### config.mk
export PLATFORM = sky130hd
export DESIGN_NAME = contiguous_page_frame_allocator_top
export DESIGN_NICKNAME = d
export VERILOG_FILES = /design/src/hdl/cpfa_pkg.sv /design/src/hdl/cpfa_div.sv /design/src/hdl/cpfa_bitmap.sv /design/src/hdl/contiguous_page_frame_allocator_top.sv
export SDC_FILE = /design/constraint.sdc
export NUM_CORES = 1
export LEC_CHECK = 0
export BUFFER_PORTS_ARGS = -buffer_cell sky130_fd_sc_hd__buf_4
export CAP_MARGIN = 10
export CELL_PAD_IN_SITES_DETAIL_PLACEMENT = 1
export CELL_PAD_IN_SITES_GLOBAL_PLACEMENT = 1
export CORE_MARGIN = 1.5
export CORE_UTILIZATION = 54
export DETAILED_ROUTE_END_ITERATION = 8
export GPL_ROUTABILITY_DRIVEN = 0
export HOLD_SLACK_MARGIN = 0.05
export MAX_ROUTING_LAYER = met4
export PLACE_DENSITY_LB_ADDON = 0.1
export SYNTH_ARGS = -nofsm -noshare
export SYNTH_HDL_FRONTEND = slang
export SYNTH_HIERARCHICAL = 1
export SYNTH_SLANG_ARGS = --single-unit
### constraint.sdc
create_clock -name i_clk -period 12.9 [get_ports i_clk]
set_clock_uncertainty 0.1 [all_clocks]
set_input_delay 0.645 -clock i_clk [delete_from_list [all_inputs] [get_ports i_clk]]
set_output_delay 0.645 -clock i_clk [all_outputs]
set_load 0.02 [all_outputs]
### src/hdl/cpfa_pkg.sv
// Shared types and constants of the contiguous page frame allocator.
package cpfa_pkg;

    localparam int NUM_FRAMES_DEF = 64;

    localparam int SIZE_W   = 23;
    localparam int ADDR_W   = 22;
    localparam int PAGE_W   = 16;
    localparam int FCNT_W   = 7;
    localparam int START_W  = 6;
    localparam int CFG_IW   = 2;
    localparam int CFG_DW   = 16;

    localparam logic [PAGE_W-1:0] PAGE_BYTES_RST  = 16'd4096;
    localparam logic [FCNT_W-1:0] FRAME_COUNT_RST = 7'd64;

    localparam logic [CFG_IW-1:0] REG_PAGE_BYTES  = 2'd0;
    localparam logic [CFG_IW-1:0] REG_FRAME_COUNT = 2'd1;

    localparam logic OP_ALLOC   = 1'b0;
    localparam logic OP_RELEASE = 1'b1;

    typedef struct packed {
        logic              opcode;
        logic [SIZE_W-1:0] request_size;
        logic [ADDR_W-1:0] release_address;
    } t_req;

    typedef struct packed {
        logic               success;
        logic [START_W-1:0] start_frame;
    } t_rsp;

    typedef struct packed {
        logic              start;
        logic [SIZE_W-1:0] dividend;
        logic [PAGE_W-1:0] divisor;
    } t_div_req;

    typedef struct packed {
        logic              done;
        logic [SIZE_W-1:0] quot;
        logic              rem_nz;
    } t_div_rsp;

endpackage

### src/hdl/cpfa_div.sv
// Restoring divider, one quotient bit per cycle.
module cpfa_div (
    input  logic              i_clk,
    input  logic              i_rst_n,
    input  cpfa_pkg::t_div_req i_req,
    output cpfa_pkg::t_div_rsp o_rsp
);
    import cpfa_pkg::*;

    localparam int CNT_W = $clog2(SIZE_W);

    logic [SIZE_W-1:0] r_quo;
    logic [PAGE_W-1:0] r_rem;
    logic [PAGE_W-1:0] r_dvs;
    logic [CNT_W-1:0]  r_cnt;
    logic              r_busy;
    logic              r_done;

    logic [PAGE_W:0]   sh;
    logic              ge;
    logic [PAGE_W:0]   diff;

    always_comb begin
        sh   = {r_rem, r_quo[SIZE_W-1]};
        ge   = sh >= {1'b0, r_dvs};
        diff = sh - {1'b0, r_dvs};
    end

    always_ff @(posedge i_clk) begin
        if (!i_rst_n) begin
            r_busy <= 1'b0;
            r_done <= 1'b0;
        end else begin
            r_done <= 1'b0;
            if (i_req.start) begin
                r_quo  <= i_req.dividend;
                r_rem  <= '0;
                r_dvs  <= i_req.divisor;
                r_cnt  <= CNT_W'(SIZE_W - 1);
                r_busy <= 1'b1;
            end else if (r_busy) begin
                r_quo <= {r_quo[SIZE_W-2:0], ge};
                r_rem <= ge ? diff[PAGE_W-1:0] : sh[PAGE_W-1:0];
                r_cnt <= r_cnt - 1'b1;
                if (r_cnt == '0) begin
                    r_busy <= 1'b0;
                    r_done <= 1'b1;
                end
            end
        end
    end

    assign o_rsp.done   = r_done;
    assign o_rsp.quot   = r_quo;
    assign o_rsp.rem_nz = r_rem != '0;

endmodule

### src/hdl/cpfa_bitmap.sv
// Frame used/free bitmap: one-bit synchronous RAM, one write and one read port.
module cpfa_bitmap #(
    parameter int DEPTH = cpfa_pkg::NUM_FRAMES_DEF,
    parameter int AW    = $clog2(cpfa_pkg::NUM_FRAMES_DEF)
) (
    input  logic          i_clk,
    input  logic          i_wr_en,
    input  logic [AW-1:0] i_wr_addr,
    input  logic          i_wr_data,
    input  logic [AW-1:0] i_rd_addr,
    output logic          o_rd_data
);
    logic mem [DEPTH];
    logic r_rd;

    always_ff @(posedge i_clk) begin
        if (i_wr_en) begin
            mem[i_wr_addr] <= i_wr_data;
        end
        r_rd <= mem[i_rd_addr];
    end

    assign o_rd_data = r_rd;

endmodule

### src/hdl/contiguous_page_frame_allocator_top.sv
// Contiguous page frame allocator: sequencer over a frame bitmap RAM and a divider.
//
// Requests enter on i_req when start is high and busy is low. An allocate rounds
// request_size up to whole pages, scans the bitmap from frame 0 for the first
// run of free frames of that length, marks it used and returns its start frame.
// A release clears the request_size pages, rounded up, from the frame holding
// release_address, clamped to the frame count, and always reports success.
// Each request yields one result on o_rsp, flagged by o_strobe for one cycle;
// the receiver takes it in that cycle and cannot hold it off.
// Registers are written on the cfg channel (index 0 page size, 1 frame count),
// always ready; the user writes them only while busy is low, which the block
// does not enforce. Per request, an allocate runs a division, a scan of the
// bitmap from frame 0 and a mark of each frame of the run; a release divides
// the address, then the size, and clears each frame in range. A failed size
// check ends right after the division. The bitmap RAM port sets the scan and
// mark rate. After reset the bitmap is cleared one frame per cycle, all
// NUM_FRAMES frames, with busy high; config writes are still taken during that pass.
module contiguous_page_frame_allocator_top #(
    parameter int NUM_FRAMES = cpfa_pkg::NUM_FRAMES_DEF
) (
    input  logic                         i_clk,
    input  logic                         i_rst_n,
    input  logic                         start,
    output logic                         busy,
    input  cpfa_pkg::t_req               i_req,
    output logic                         o_strobe,
    output cpfa_pkg::t_rsp               o_rsp,
    input  logic                         i_cfg_valid,
    output logic                         o_cfg_ready,
    input  logic [cpfa_pkg::CFG_IW-1:0]  i_cfg_index,
    input  logic [cpfa_pkg::CFG_DW-1:0]  i_cfg_data
);
    import cpfa_pkg::*;

    localparam int FW = $clog2(NUM_FRAMES);
    localparam int CW = $clog2(NUM_FRAMES + 1);
    localparam int NW = (CW > FCNT_W) ? CW : FCNT_W;

    typedef enum logic [2:0] {
        S_CLEAR,
        S_IDLE,
        S_DIV_ADDR,
        S_DIV_SIZE,
        S_SCAN,
        S_MARK,
        S_REL
    } t_state;

    t_state            r_state;
    logic              r_op;
    logic [SIZE_W-1:0] r_size;
    logic [ADDR_W-1:0] r_sp;
    logic [CW-1:0]     r_need;
    logic [CW-1:0]     r_run;
    logic [CW-1:0]     r_first;
    logic [CW-1:0]     r_ra;
    logic              r_rv;
    logic [CW-1:0]     r_ci;
    logic [CW-1:0]     r_wi;
    logic [CW-1:0]     r_end;
    logic              r_strobe;
    t_rsp              r_rsp;
    logic [PAGE_W-1:0] r_page;
    logic [FCNT_W-1:0] r_fcnt;

    t_div_req          div_req;
    t_div_rsp          div_rsp;
    logic              used;

    logic [PAGE_W-1:0] eff_page;
    logic [NW-1:0]     fc_ext;
    logic [NW-1:0]     nf_full;
    logic [CW-1:0]     nf;
    logic [SIZE_W:0]   need;
    logic [SIZE_W+1:0] rel_sum;
    logic [SIZE_W+1:0] rel_end;
    logic              rel_empty;
    logic [CW-1:0]     run_inc;
    logic              hit;
    logic [CW-1:0]     first_n;
    logic              last;
    logic [CW+START_W-1:0] first_ext;

    always_comb begin
        eff_page  = (r_page == '0) ? PAGE_W'(1) : r_page;
        fc_ext    = NW'(r_fcnt);
        nf_full   = (fc_ext > NW'(NUM_FRAMES)) ? NW'(NUM_FRAMES) : fc_ext;
        nf        = nf_full[CW-1:0];
        need      = {1'b0, div_rsp.quot} + (SIZE_W+1)'(div_rsp.rem_nz);
        rel_sum   = (SIZE_W+2)'(r_sp) + (SIZE_W+2)'(need);
        rel_end   = (rel_sum > (SIZE_W+2)'(nf)) ? (SIZE_W+2)'(nf) : rel_sum;
        rel_empty = (SIZE_W+2)'(r_sp) >= rel_end;
        run_inc   = r_run + 1'b1;
        hit       = !used && (run_inc == r_need);
        first_n   = (r_run == '0) ? r_ci : r_first;
        last      = r_ci == (nf - 1'b1);
        first_ext = {{START_W{1'b0}}, r_first};

        // launch a division on request accept, and size after address on release
        div_req.divisor  = eff_page;
        div_req.start    = 1'b0;
        div_req.dividend = r_size;
        if (r_state == S_IDLE && start) begin
            div_req.start    = 1'b1;
            div_req.dividend = (i_req.opcode == OP_RELEASE) ?
                               SIZE_W'(i_req.release_address) : i_req.request_size;
        end else if (r_state == S_DIV_ADDR && div_rsp.done) begin
            div_req.start    = 1'b1;
            div_req.dividend = r_size;
        end
    end

    cpfa_div u_div (
        .i_clk   (i_clk),
        .i_rst_n (i_rst_n),
        .i_req   (div_req),
        .o_rsp   (div_rsp)
    );

    cpfa_bitmap #(
        .DEPTH (NUM_FRAMES),
        .AW    (FW)
    ) u_bitmap (
        .i_clk     (i_clk),
        .i_wr_en   (r_state == S_CLEAR || r_state == S_MARK || r_state == S_REL),
        .i_wr_addr (r_wi[FW-1:0]),
        .i_wr_data (r_state == S_MARK),
        .i_rd_addr (r_ra[FW-1:0]),
        .o_rd_data (used)
    );

    always_ff @(posedge i_clk) begin
        if (!i_rst_n) begin
            r_page <= PAGE_BYTES_RST;
            r_fcnt <= FRAME_COUNT_RST;
        end else if (i_cfg_valid) begin
            case (i_cfg_index)
                REG_PAGE_BYTES:  r_page <= i_cfg_data;
                REG_FRAME_COUNT: r_fcnt <= i_cfg_data[FCNT_W-1:0];
                default: ;
            endcase
        end
    end

    always_ff @(posedge i_clk) begin
        if (!i_rst_n) begin
            r_state  <= S_CLEAR;
            r_wi     <= '0;
            r_rv     <= 1'b0;
            r_strobe <= 1'b0;
        end else begin
            r_strobe <= 1'b0;
            case (r_state)
                S_CLEAR: begin
                    r_wi <= r_wi + 1'b1;
                    if (r_wi == CW'(NUM_FRAMES - 1)) begin
                        r_state <= S_IDLE;
                    end
                end
                S_IDLE: begin
                    if (start) begin
                        r_op    <= i_req.opcode;
                        r_size  <= i_req.request_size;
                        r_state <= (i_req.opcode == OP_RELEASE) ? S_DIV_ADDR : S_DIV_SIZE;
                    end
                end
                S_DIV_ADDR: begin
                    if (div_rsp.done) begin
                        r_sp    <= div_rsp.quot[ADDR_W-1:0];
                        r_state <= S_DIV_SIZE;
                    end
                end
                S_DIV_SIZE: begin
                    if (div_rsp.done) begin
                        if (r_op == OP_ALLOC) begin
                            if (need == '0 || need > (SIZE_W+1)'(nf)) begin
                                r_strobe <= 1'b1;
                                r_rsp    <= '0;
                                r_state  <= S_IDLE;
                            end else begin
                                r_need  <= need[CW-1:0];
                                r_run   <= '0;
                                r_first <= '0;
                                r_ra    <= '0;
                                r_rv    <= 1'b0;
                                r_state <= S_SCAN;
                            end
                        end else if (rel_empty) begin
                            r_strobe          <= 1'b1;
                            r_rsp.success     <= 1'b1;
                            r_rsp.start_frame <= '0;
                            r_state           <= S_IDLE;
                        end else begin
                            r_wi    <= r_sp[CW-1:0];
                            r_end   <= rel_end[CW-1:0];
                            r_state <= S_REL;
                        end
                    end
                end
                S_SCAN: begin
                    // reads run one frame ahead of the run check
                    r_ra <= r_ra + 1'b1;
                    r_rv <= 1'b1;
                    r_ci <= r_ra;
                    if (r_rv) begin
                        r_run <= used ? '0 : run_inc;
                        if (!used) begin
                            r_first <= first_n;
                        end
                        if (hit) begin
                            r_wi    <= first_n;
                            r_state <= S_MARK;
                        end else if (last) begin
                            r_strobe <= 1'b1;
                            r_rsp    <= '0;
                            r_state  <= S_IDLE;
                        end
                    end
                end
                S_MARK: begin
                    r_wi   <= r_wi + 1'b1;
                    r_need <= r_need - 1'b1;
                    if (r_need == CW'(1)) begin
                        r_strobe          <= 1'b1;
                        r_rsp.success     <= 1'b1;
                        r_rsp.start_frame <= first_ext[START_W-1:0];
                        r_state           <= S_IDLE;
                    end
                end
                S_REL: begin
                    r_wi <= r_wi + 1'b1;
                    if (r_wi + 1'b1 == r_end) begin
                        r_strobe          <= 1'b1;
                        r_rsp.success     <= 1'b1;
                        r_rsp.start_frame <= '0;
                        r_state           <= S_IDLE;
                    end
                end
                default: begin
                    r_state <= S_IDLE;
                end
            endcase
        end
    end

    assign busy        = r_state != S_IDLE;
    assign o_strobe    = r_strobe;
    assign o_rsp       = r_rsp;
    assign o_cfg_ready = 1'b1;

endmodule

==> report_table.html, run 1 <==
<table>
<tr><th>Metric</th><th>Value</th></tr>
<tr><th colspan="2">Run status</th></tr>
<tr><td>Result of the run</td><td>completed</td></tr>
<tr><th colspan="2">Floorplan</th></tr>
<tr><td>Number of ports placed on the die boundary</td><td>slightly below 80</td></tr>
<tr><td>Area of the die</td><td>roughly 30000 µm²</td></tr>
<tr><td>Num rows</td><td>between 60 and 70</td></tr>
<tr><td>Horizontal die dimension</td><td>between 150 and 200 µm</td></tr>
<tr><td>Area of the placeable core</td><td>between 20000 and 30000 µm²</td></tr>
<tr><td>Height of the die</td><td>173.2 µm</td></tr>
<tr><td>Initial cell density of the core</td><td>0.5465</td></tr>
<tr><th colspan="2">Critical path</th></tr>
<tr><td>Highest cell delay on the worst timing path</td><td>slightly above 0.8 ns</td></tr>
<tr><td>Number of cells on the worst reg-to-reg path</td><td>28</td></tr>
<tr><td>Signal arrival time at the worst endpoint</td><td>between 8 and 9 ns</td></tr>
<tr><td>Highest-delay cell along the critical path</td><td>nor3_1</td></tr>
<tr><td>Crit. End Element</td><td>flip-flop</td></tr>
<tr><td>Required time of the critical path</td><td>between 10 and 15 ns</td></tr>
<tr><td>Crit-path max FO</td><td>13</td></tr>
<tr><td>CP Class</td><td>flip-flop to flip-flop</td></tr>
<tr><td>Most common cell type on the critical path</td><td>ha_1</td></tr>
<tr><td>Kind of start point of the critical path</td><td>flip-flop</td></tr>
<tr><th colspan="2">Clock network</th></tr>
<tr><td>Number of sinks handled by clock tree synthesis</td><td>~260</td></tr>
<tr><td>Buffers from clock root to sink, at most</td><td>3</td></tr>
<tr><td>Clock buffers created by TritonCTS</td><td>28</td></tr>
<tr><td>Clk root buf</td><td>clkbuf_16</td></tr>
<tr><td>Latest clock arrival within the worst-skew pair</td><td>approximately 0.56 ns</td></tr>
<tr><td>Clock-pin transition on the worst setup and hold timing paths</td><td>0.06 ns</td></tr>
<tr><td>Hold-fix buffers at CTS</td><td>0</td></tr>
<tr><td>PostCTS Resize Cnt</td><td>0</td></tr>
<tr><td>Buffer count from post-CTS setup fixing</td><td>0</td></tr>
<tr><td>Number of levels the H-tree was split into</td><td>1</td></tr>
<tr><td>Clock tree from TritonCTS</td><td>built</td></tr>
<tr><th colspan="2">Timing</th></tr>
<tr><td>Hold Worst Slack</td><td>0.1662 ns</td></tr>
<tr><td>Number of max-slew violations in the final report</td><td>0</td></tr>
<tr><td>Endpoints failing setup</td><td>0</td></tr>
<tr><td>Minimum clock period after layout</td><td>~8.5 ns</td></tr>
<tr><td>Final-layout setup total negative slack</td><td>0 ns</td></tr>
<tr><td>Maximum operating frequency</td><td>~120 MHz</td></tr>
<tr><td>Tightest slew margin relative to the limit</td><td>0.2132</td></tr>
<tr><td>Setup repair after global routing missed its margin</td><td>false</td></tr>
<tr><td>Number of hold violations in the final report</td><td>0</td></tr>
<tr><td>Worst-Margin Slew</td><td>1.180 ns</td></tr>
<tr><td>Final cycle utilization of the critical path</td><td>0.6618</td></tr>
<tr><th colspan="2">Global routing</th></tr>
<tr><td>Global-route wire length before repair</td><td>around 72 mm</td></tr>
<tr><td>Initial antenna violation count</td><td>0</td></tr>
<tr><td>Maximum number of pins on one net before global-route repair</td><td>between 60 and 70</td></tr>
<tr><td>GRT Util Overall</td><td>0.3155</td></tr>
<tr><td>Total gr overflow</td><td>0</td></tr>
<tr><td>Vias in the first global route</td><td>12895</td></tr>
<tr><th colspan="2">Drt</th></tr>
<tr><td>Detailed-route via count</td><td>12188</td></tr>
<tr><td>Violation count after the first detailed-route iteration</td><td>~760</td></tr>
<tr><td>Length of the first detailed-routing pass in iterations</td><td>5</td></tr>
<tr><td>Final ANT Viol Nets</td><td>0</td></tr>
<tr><td>Detailed-route wire length</td><td>~46 mm</td></tr>
<tr><td>Average detailed-routed wire length per instance</td><td>approximately 23 µm</td></tr>
<tr><td>Avg Vias per Cell</td><td>approximately 6.2</td></tr>
<tr><td>Post-route DRC</td><td>0</td></tr>
<tr><th colspan="2">Synthesis</th></tr>
<tr><td>Top cells by instance count after synthesis</td><td>edfxtp_1 (219), nor2_1 (159), nand2_1 (127)</td></tr>
<tr><td>Synthesized area divided by synthesized cell count</td><td>about 10 µm²</td></tr>
<tr><td>Number of library cell types mapped by synthesis</td><td>86</td></tr>
<tr><td>Sequential cell area fraction in the yosys report</td><td>0.4690</td></tr>
<tr><td>Synth area leaders</td><td>edfxtp_1 (42%), ha_1 (7.1%), dfxtp_1 (4.9%)</td></tr>
<tr><td>Synth Warn #</td><td>6</td></tr>
<tr><td>Proportion of netlist area held by the largest area contributor</td><td>0.4204</td></tr>
<tr><td>Cell Area, Synth</td><td>15640 µm²</td></tr>
<tr><td>Proportion of register bits with asynchronous set or reset after synthesis</td><td>0</td></tr>
<tr><td>Cells after synthesis</td><td>around 1500</td></tr>
<tr><td>Area leader, netlist</td><td>edfxtp_1</td></tr>
<tr><td>Post-synth top flop</td><td>edfxtp_1</td></tr>
<tr><td>Dominant cell by count in the synthesized netlist</td><td>edfxtp_1</td></tr>
<tr><td>Post-synthesis register bit count</td><td>~260</td></tr>
<tr><td>Post-synth EDFFs</td><td>around 220</td></tr>
<tr><th colspan="2">Cells and area</th></tr>
<tr><td>Area of the multi-input gates</td><td>a little under 8000 µm²</td></tr>
<tr><td>Synth-to-Final Area Change</td><td>11.15%</td></tr>
<tr><td>Layout cell share with drive strength beyond 1</td><td>0.1203</td></tr>
<tr><td>Post-layout nets</td><td>1708</td></tr>
<tr><td>Storage element area</td><td>between 7000 and 8000 µm²</td></tr>
<tr><td>Final cell count without fillers</td><td>1955</td></tr>
<tr><td>Number of filler instances in the final layout</td><td>~3000</td></tr>
<tr><td>Antenna diodes</td><td>0</td></tr>
<tr><th colspan="2">Run</th></tr>
<tr><td>Count of max-cap constraint violations</td><td>0</td></tr>
<tr><th colspan="2">Placement</th></tr>
<tr><td>Total placed cells including tap cells</td><td>1903</td></tr>
<tr><td># port buffers</td><td>between 70 and 80</td></tr>
<tr><td>HPWL Detailed</td><td>between 30 and 40 mm</td></tr>
<tr><th colspan="2">Pwr</th></tr>
<tr><td>Cell area power density</td><td>between 100 and 150 nW/µm²</td></tr>
<tr><td>P_leak</td><td>approximately 6.7 nW</td></tr>
<tr><td>Maximum vdd ir drop</td><td>between 0.00009 and 0.0001 V</td></tr>
<tr><th colspan="2">Worst hold path</th></tr>
<tr><td>Cell count of the worst hold path</td><td>1</td></tr>
<tr><td>Worst min-delay path category</td><td>primary input to flip-flop</td></tr>
</table>
-- flip-flops by register name (all words and copies together), names as in the netlist, 16 cells and up --
signal and count:
r_sp 22, u_div/r_rem 16, u_div/r_dvs 16, r_size 23
r_page 16, u_div/r_quo 23, u_bitmap/mem 64
-- where the power goes --
part / switching (W) / total (W) / internal (W)
sequential: 0.0000554 / 0.00102 / 0.000961
combinational: 0.000337 / 0.000542 / 0.000206
clock: 0.000337 / 0.000772 / 0.000435
-- final timing paths --
check	endpoint	slack (ns)	start
worst max-delay path	o_rsp[0]$_DFFE_PP_	4.36	u_div/r_rem[4]$_SDFFCE_PP0P_
worst min-delay path	r_size[3]$_DFFE_PP_	0.17	i_req[25]
worst max register to register	o_rsp[0]$_DFFE_PP_	4.36	u_div/r_rem[4]$_SDFFCE_PP0P_
worst min register to register	u_div/r_dvs[6]$_DFFE_PP_	0.37	r_page[6]$_SDFFE_PN0P_
-- cell usage in the layout, fill, tap and decap left out, drive strengths merged, types with 29 or more instances in the layout --
master	netlist	routed
edfxtp	219	219
nor2	160	160
nand2	127	127
a21oi	91	91
ha	89	89
buf	17	84
inv	61	62
mux2i	54	54
xnor2	51	51
o21ai	50	50
nand3	49	49
dfxtp	38	38
clkbuf	55	38
xor2	36	36
mux2	29	29
-- worst max-delay path, delay by kind of cell (launching register included) --
| family | cells | cell delay (ns) |
|---|---|---|
| fa+ha+maj | 5 | 1.51 |
| xor+xnor | 2 | 0.50 |
| simple gates | 8 | 2.81 |
| mux | 1 | 0.41 |
| flops | 1 | 0.44 |
| compound gates | 12 | 2.39 |
-- layer usage --
metal	share of wire	global-route usage	routed length [µm]
met1	0.43	0.3973	19440
met2	0.49	0.5277	22470
met3	0.052	0.04112	2357
met4	0.030	0.1051	1374
met5	0	-	0
-- metrics by stage --
| step | setup WS (ns) | utilization | instance area [µm²] | total power, W |
|---|---|---|---|---|
| 5_1_grt | 3.995 | 0.6074 | 17390 | 0.002423 |
| 3_3_place_gp | 5.038 | 0.5765 | 16500 | 0.001533 |
| 2_1_floorplan | 5.945 | - | 15700 | 0.001387 |
| 4_1_cts | 4.519 | 0.6074 | 17390 | 0.002331 |
| 3_5_place_dp | 4.535 | 0.5765 | 16500 | 0.001555 |
| 6_report | 4.363 | 0.6074 | 17390 | 0.002331 |
-- area by class of cell --
type                            instances  area share
Tap cell                              384     0.02763
Clock inverter                         14    0.007196
Timing Repair Buffer                   84     0.03627
Clock buffer                           38     0.04361
Multi-Input combinational cell       1117      0.4501
Inverter                               61     0.01317
Sequential cell                       257      0.4220
-- cells by family after synthesis --
| family | after synthesis | synth area share |
|---|---|---|
| XOR/XNOR | 87 | 0.04871 |
| other | 1 | 0.0002397 |
| AND/OR/NAND/NOR | 519 | 0.1629 |
| multiplexers | 99 | 0.08039 |
| AO/OA/AOI/OAI | 305 | 0.1295 |
| adder cells (fa/ha/maj) | 91 | 0.07375 |
| buffers and inverters | 133 | 0.03543 |
| flip-flops | 257 | 0.4690 |
No activity file was read; power rests on OpenSTA's default activity.
==> run 2: changes to the inputs <==
--- a/config.mk
+++ b/config.mk
@@ -10,7 +10,7 @@
 export CELL_PAD_IN_SITES_DETAIL_PLACEMENT = 1
 export CELL_PAD_IN_SITES_GLOBAL_PLACEMENT = 1
 export CORE_MARGIN = 1.5
-export CORE_UTILIZATION = 54
+export CORE_UTILIZATION = 45
 export DETAILED_ROUTE_END_ITERATION = 8
 export GPL_ROUTABILITY_DRIVEN = 0
 export HOLD_SLACK_MARGIN = 0.05
==> constraint.sdc (replaced) <==
create_clock -name i_clk -period 7.6 [get_ports i_clk]
set_clock_uncertainty 0.1 [all_clocks]
set_input_delay 0.38 -clock i_clk [delete_from_list [all_inputs] [get_ports i_clk]]
set_output_delay 0.38 -clock i_clk [all_outputs]
set_load 0.02 [all_outputs]
==> run 2 against run 1 <==
Against the previous run: die area up 20%; critical endpoint is now r_wi[4]$_SDFFE_PN0P_; count of clock-buffer cells in the layout down 5; critical path depth up 3; power up 76%; cell area up 5.3%; sequential share of layout area down 2.1 points; worst setup slack worse by 4.0 ns; register-to-register slack worse by 4.0 ns; core utilization down 7.5 points; global-route usage down 4.8 points; highest routed layer unchanged; via count up 0.52%; largest power group unchanged; flip-flop and latch count unchanged.
==> report_table.html, run 2 (synthesized netlist as in run 1, its figures left out) <==
<table>
<tr><th>Metric</th><th>Value</th></tr>
<tr><th colspan="2">Drt</th></tr>
<tr><td>Final ANT Viol Nets</td><td>0 (unchanged)</td></tr>
<tr><td>Detailed-route wire length</td><td>46.24 mm (+1.3%)</td></tr>
<tr><td>Post-route DRC</td><td>0 (unchanged)</td></tr>
<tr><td>Violation count after the first detailed-route iteration</td><td>802 (+6.1%)</td></tr>
<tr><td>Average detailed-routed wire length per instance</td><td>22.03 µm (-5.6%)</td></tr>
<tr><td>Detailed-route via count</td><td>12251 (+0.52%)</td></tr>
<tr><td>Length of the first detailed-routing pass in iterations</td><td>5 (unchanged)</td></tr>
<tr><td>Avg Vias per Cell</td><td>5.837 (-6.4%)</td></tr>
<tr><th colspan="2">Run status</th></tr>
<tr><td>Result of the run</td><td>completed</td></tr>
<tr><th colspan="2">Timing</th></tr>
<tr><td>Tightest slew margin relative to the limit</td><td>0.2433 (+0.03012)</td></tr>
<tr><td>Endpoints failing setup</td><td>0 (unchanged)</td></tr>
<tr><td>Hold Worst Slack</td><td>0.08123 ns (-0.08497 ns)</td></tr>
<tr><td>Number of max-slew violations in the final report</td><td>0 (unchanged)</td></tr>
<tr><td>Number of hold violations in the final report</td><td>0 (unchanged)</td></tr>
<tr><td>Minimum clock period after layout</td><td>7.225 ns (-1.312 ns)</td></tr>
<tr><td>Final cycle utilization of the critical path</td><td>0.9506 (+0.2889)</td></tr>
<tr><td>Maximum operating frequency</td><td>138.4 MHz (+18%)</td></tr>
<tr><td>Worst-Margin Slew</td><td>1.135 ns (-0.04518 ns)</td></tr>
<tr><th colspan="2">Global routing</th></tr>
<tr><td>GRT Util Overall</td><td>0.2671 (-0.04838)</td></tr>
<tr><td>Total gr overflow</td><td>0 (unchanged)</td></tr>
<tr><td>Initial antenna violation count</td><td>1 (+1)</td></tr>
<tr><td>Maximum number of pins on one net before global-route repair</td><td>66 (-2.9%)</td></tr>
<tr><td>Global-route wire length before repair</td><td>72.94 mm (+1.1%)</td></tr>
<tr><td>Vias in the first global route</td><td>13135 (+1.9%)</td></tr>
<tr><th colspan="2">Cells and area</th></tr>
<tr><td>Layout cell share with drive strength beyond 1</td><td>0.1527 (+0.03237)</td></tr>
<tr><td>Register with the most flip-flops</td><td>u_bitmap/mem</td></tr>
<tr><td>Top library cells by usage in the layout, fill and taps aside</td><td>edfxtp_1 (219), nor2_1 (158), nand2_1 (127), buf_4 (118), a21oi_1 (90)</td></tr>
<tr><td>Most common library cell in the layout ignoring fill and taps</td><td>edfxtp_1</td></tr>
<tr><td>Antenna diodes</td><td>0 (unchanged)</td></tr>
<tr><td>Biggest registers after layout</td><td>u_bitmap/mem: 64 flops, r_size: 23 flops, u_div/r_quo: 23 flops</td></tr>
<tr><td>Post-route core utilization</td><td>0.5329 (-0.07453)</td></tr>
<tr><td>Post-layout nets</td><td>1781 (+4.3%)</td></tr>
<tr><td>Design Area, Final</td><td>18320 µm² (+5.3%)</td></tr>
<tr><td>Flip-flop count of the largest register after layout</td><td>64 (unchanged)</td></tr>
<tr><td>Final cell count without fillers</td><td>2099 (+7.4%)</td></tr>
<tr><td>Number of filler instances in the final layout</td><td>3737 (+22%)</td></tr>
<tr><td>Synth-to-Final Area Change</td><td>17.09%</td></tr>
<tr><th colspan="2">Critical path</th></tr>
<tr><td>Required time of the critical path</td><td>7.94 ns (-5.05 ns)</td></tr>
<tr><td>Highest cell delay on the worst timing path</td><td>0.52 ns (-0.31 ns)</td></tr>
<tr><td>Crit-path max FO</td><td>14 (+1)</td></tr>
<tr><td>Signal arrival time at the worst endpoint</td><td>7.57 ns (-1.05 ns)</td></tr>
<tr><td>Crit. End Element</td><td>flip-flop</td></tr>
<tr><td>Highest-delay cell along the critical path</td><td>or4_1</td></tr>
<tr><td>CP Class</td><td>flip-flop to flip-flop</td></tr>
<tr><td>Kind of start point of the critical path</td><td>flip-flop</td></tr>
<tr><th colspan="2">Placement</th></tr>
<tr><td>HPWL Detailed</td><td>34.21 mm (+3.1%)</td></tr>
<tr><td>Placed Area</td><td>16800 µm² (+1.8%)</td></tr>
<tr><td>Total placed cells including tap cells</td><td>2002 (+5.2%)</td></tr>
<tr><td># port buffers</td><td>76 (unchanged)</td></tr>
<tr><th colspan="2">Clock network</th></tr>
<tr><td>Latest clock arrival within the worst-skew pair</td><td>0.55 ns (about the same)</td></tr>
<tr><td>Number of levels the H-tree was split into</td><td>1 (unchanged)</td></tr>
<tr><td>Clk root buf</td><td>clkbuf_16</td></tr>
<tr><td>Clock tree from TritonCTS</td><td>built</td></tr>
<tr><td>Buffers from clock root to sink, at most</td><td>3 (unchanged)</td></tr>
<tr><td>Clock buffers created by TritonCTS</td><td>28 (unchanged)</td></tr>
<tr><td>Clock-pin transition on the worst setup and hold timing paths</td><td>0.06 ns (about the same)</td></tr>
<tr><td>Number of sinks handled by clock tree synthesis</td><td>257 (unchanged)</td></tr>
<tr><th colspan="2">Pwr</th></tr>
<tr><td>Total chip power</td><td>0.004095 W (+76%)</td></tr>
<tr><td>P_leak</td><td>7.089 nW (+5.7%)</td></tr>
<tr><td>Maximum vdd ir drop</td><td>0.0001761 V (+83%)</td></tr>
<tr><td>Switching Share</td><td>0.3048 (-0.008025)</td></tr>
<tr><td>Share of power burned in the clock network</td><td>0.342 (+0.011)</td></tr>
<tr><td>Net switching power of the design</td><td>0.001248 W (+71%)</td></tr>
<tr><td>Gate power share</td><td>0.238 (+0.005)</td></tr>
<tr><td>Cell Int Power</td><td>0.002846 W (+78%)</td></tr>
<tr><td>Cell area power density</td><td>223.5 nW/µm² (+67%)</td></tr>
<tr><td>Reg power frac</td><td>0.421 (-0.015)</td></tr>
<tr><th colspan="2">Floorplan</th></tr>
<tr><td>Num rows</td><td>68 (+9.7%)</td></tr>
<tr><td>Horizontal die dimension</td><td>189.4 µm (+9.4%)</td></tr>
<tr><td>Number of ports placed on the die boundary</td><td>78 (unchanged)</td></tr>
<tr><td>Area of the placeable core</td><td>34370 µm² (+20%)</td></tr>
<tr><td>Height of the die</td><td>189.4 µm (+9.4%)</td></tr>
<tr><td>Area of the die</td><td>35890 µm² (+20%)</td></tr>
<tr><td>Initial cell density of the core</td><td>0.4551 (-0.09138)</td></tr>
<tr><th colspan="2">Worst hold path</th></tr>
<tr><td>Worst min-delay path category</td><td>primary input to flip-flop</td></tr>
<tr><th colspan="2">Run</th></tr>
<tr><td>Count of max-cap constraint violations</td><td>0 (unchanged)</td></tr>
</table>
## run 2: changes by cell type in the layout (fill, tap and decap cells not counted), moves of 4 or more
| cell | before | now |
|---|---|---|
| ha_1 | 89 | 83 |
| ha_2 | 0 | 4 |
| buf_4 | 84 | 118 |
| nor4_1 | 23 | 19 |
| clkbuf_1 | 8 | 4 |
| dlygate4sd3_1 | 0 | 38 |
## run 2: final timing paths
kind	depth (start not counted)	slack, ns	end	from
worst min-delay path	3	0.08	r_page[11]$_SDFFE_PN0P_	i_cfg_data[11]
worst max register to register	31	0.38	r_wi[4]$_SDFFE_PN0P_	u_div/r_rem[11]$_SDFFCE_PP0P_
worst max-delay path	31	0.38	r_wi[4]$_SDFFE_PN0P_	u_div/r_rem[11]$_SDFFCE_PP0P_
worst min register to register	2	0.37	u_div/r_done$_SDFF_PP0_	u_div/r_busy$_SDFF_PN0_
## run 2: per-layer routing
| layer | track usage | vias to the layer above | routed length, µm |
|---|---|---|---|
| li1 | - | 5758 | - |
| met1 | 0.3392 | 6200 | 20780 |
| met2 | 0.4494 | 235 | 22500 |
| met3 | 0.03392 | 58 | 1899 |
| met4 | 0.07234 | 0 | 1073 |
| met5 | - | - | 0 |
## run 2: layout make-up
cell class                 instances  area (µm²)  share of cell area
clock buffer                      33       729.5             0.03983
clock inverter                    19       214.0             0.01168
inverter                          61       229.0             0.01250
multi-input combinational       1117        7960              0.4346
sequential                       257        7337              0.4006
tap                              455       569.3             0.03108
timing repair buffer             157        1277             0.06975
## run 2: timing repair
item / CTS / global route
setup buffers: 0 / 7
setup endpoints to repair: 15 / 25
hold endpoints to repair: 45 / 0
resized for setup: 3 / 27
hold buffers: 38 / 0
pin swaps: 0 / 7
## run 2: power by group through the flow
stage	registers, W	clock network (W)	logic [W]
2_1_floorplan	0.00170	0	0.000653
3_3_place_gp	0.00174	0	0.000897
3_5_place_dp	0.00175	0	0.000923
4_1_cts	0.00172	0.00143	0.000947
5_1_grt	0.00173	0.00148	0.00107
6_report	0.00172	0.00140	0.000973
## run 2: worst max-delay path: cells and delay by family, from the launching register on
kind | cells | cell delay [ns]
mux | 1 | 0.12
buf+inv | 3 | 0.53
fa+ha+maj | 5 | 1.30
xor+xnor | 2 | 0.34
simple gates | 9 | 1.94
compound gates | 11 | 2.31
flops | 1 | 0.46
## run 2: per-stage QoR
step	worst slack, ns	TNS, ns
after floorplan	0.6450	0
after global placement	0.2302	0
after detailed placement	-0.1119	-0.8413
after CTS	0.02270	0
after global routing	-0.006458	-0.01690
final	0.3751	0
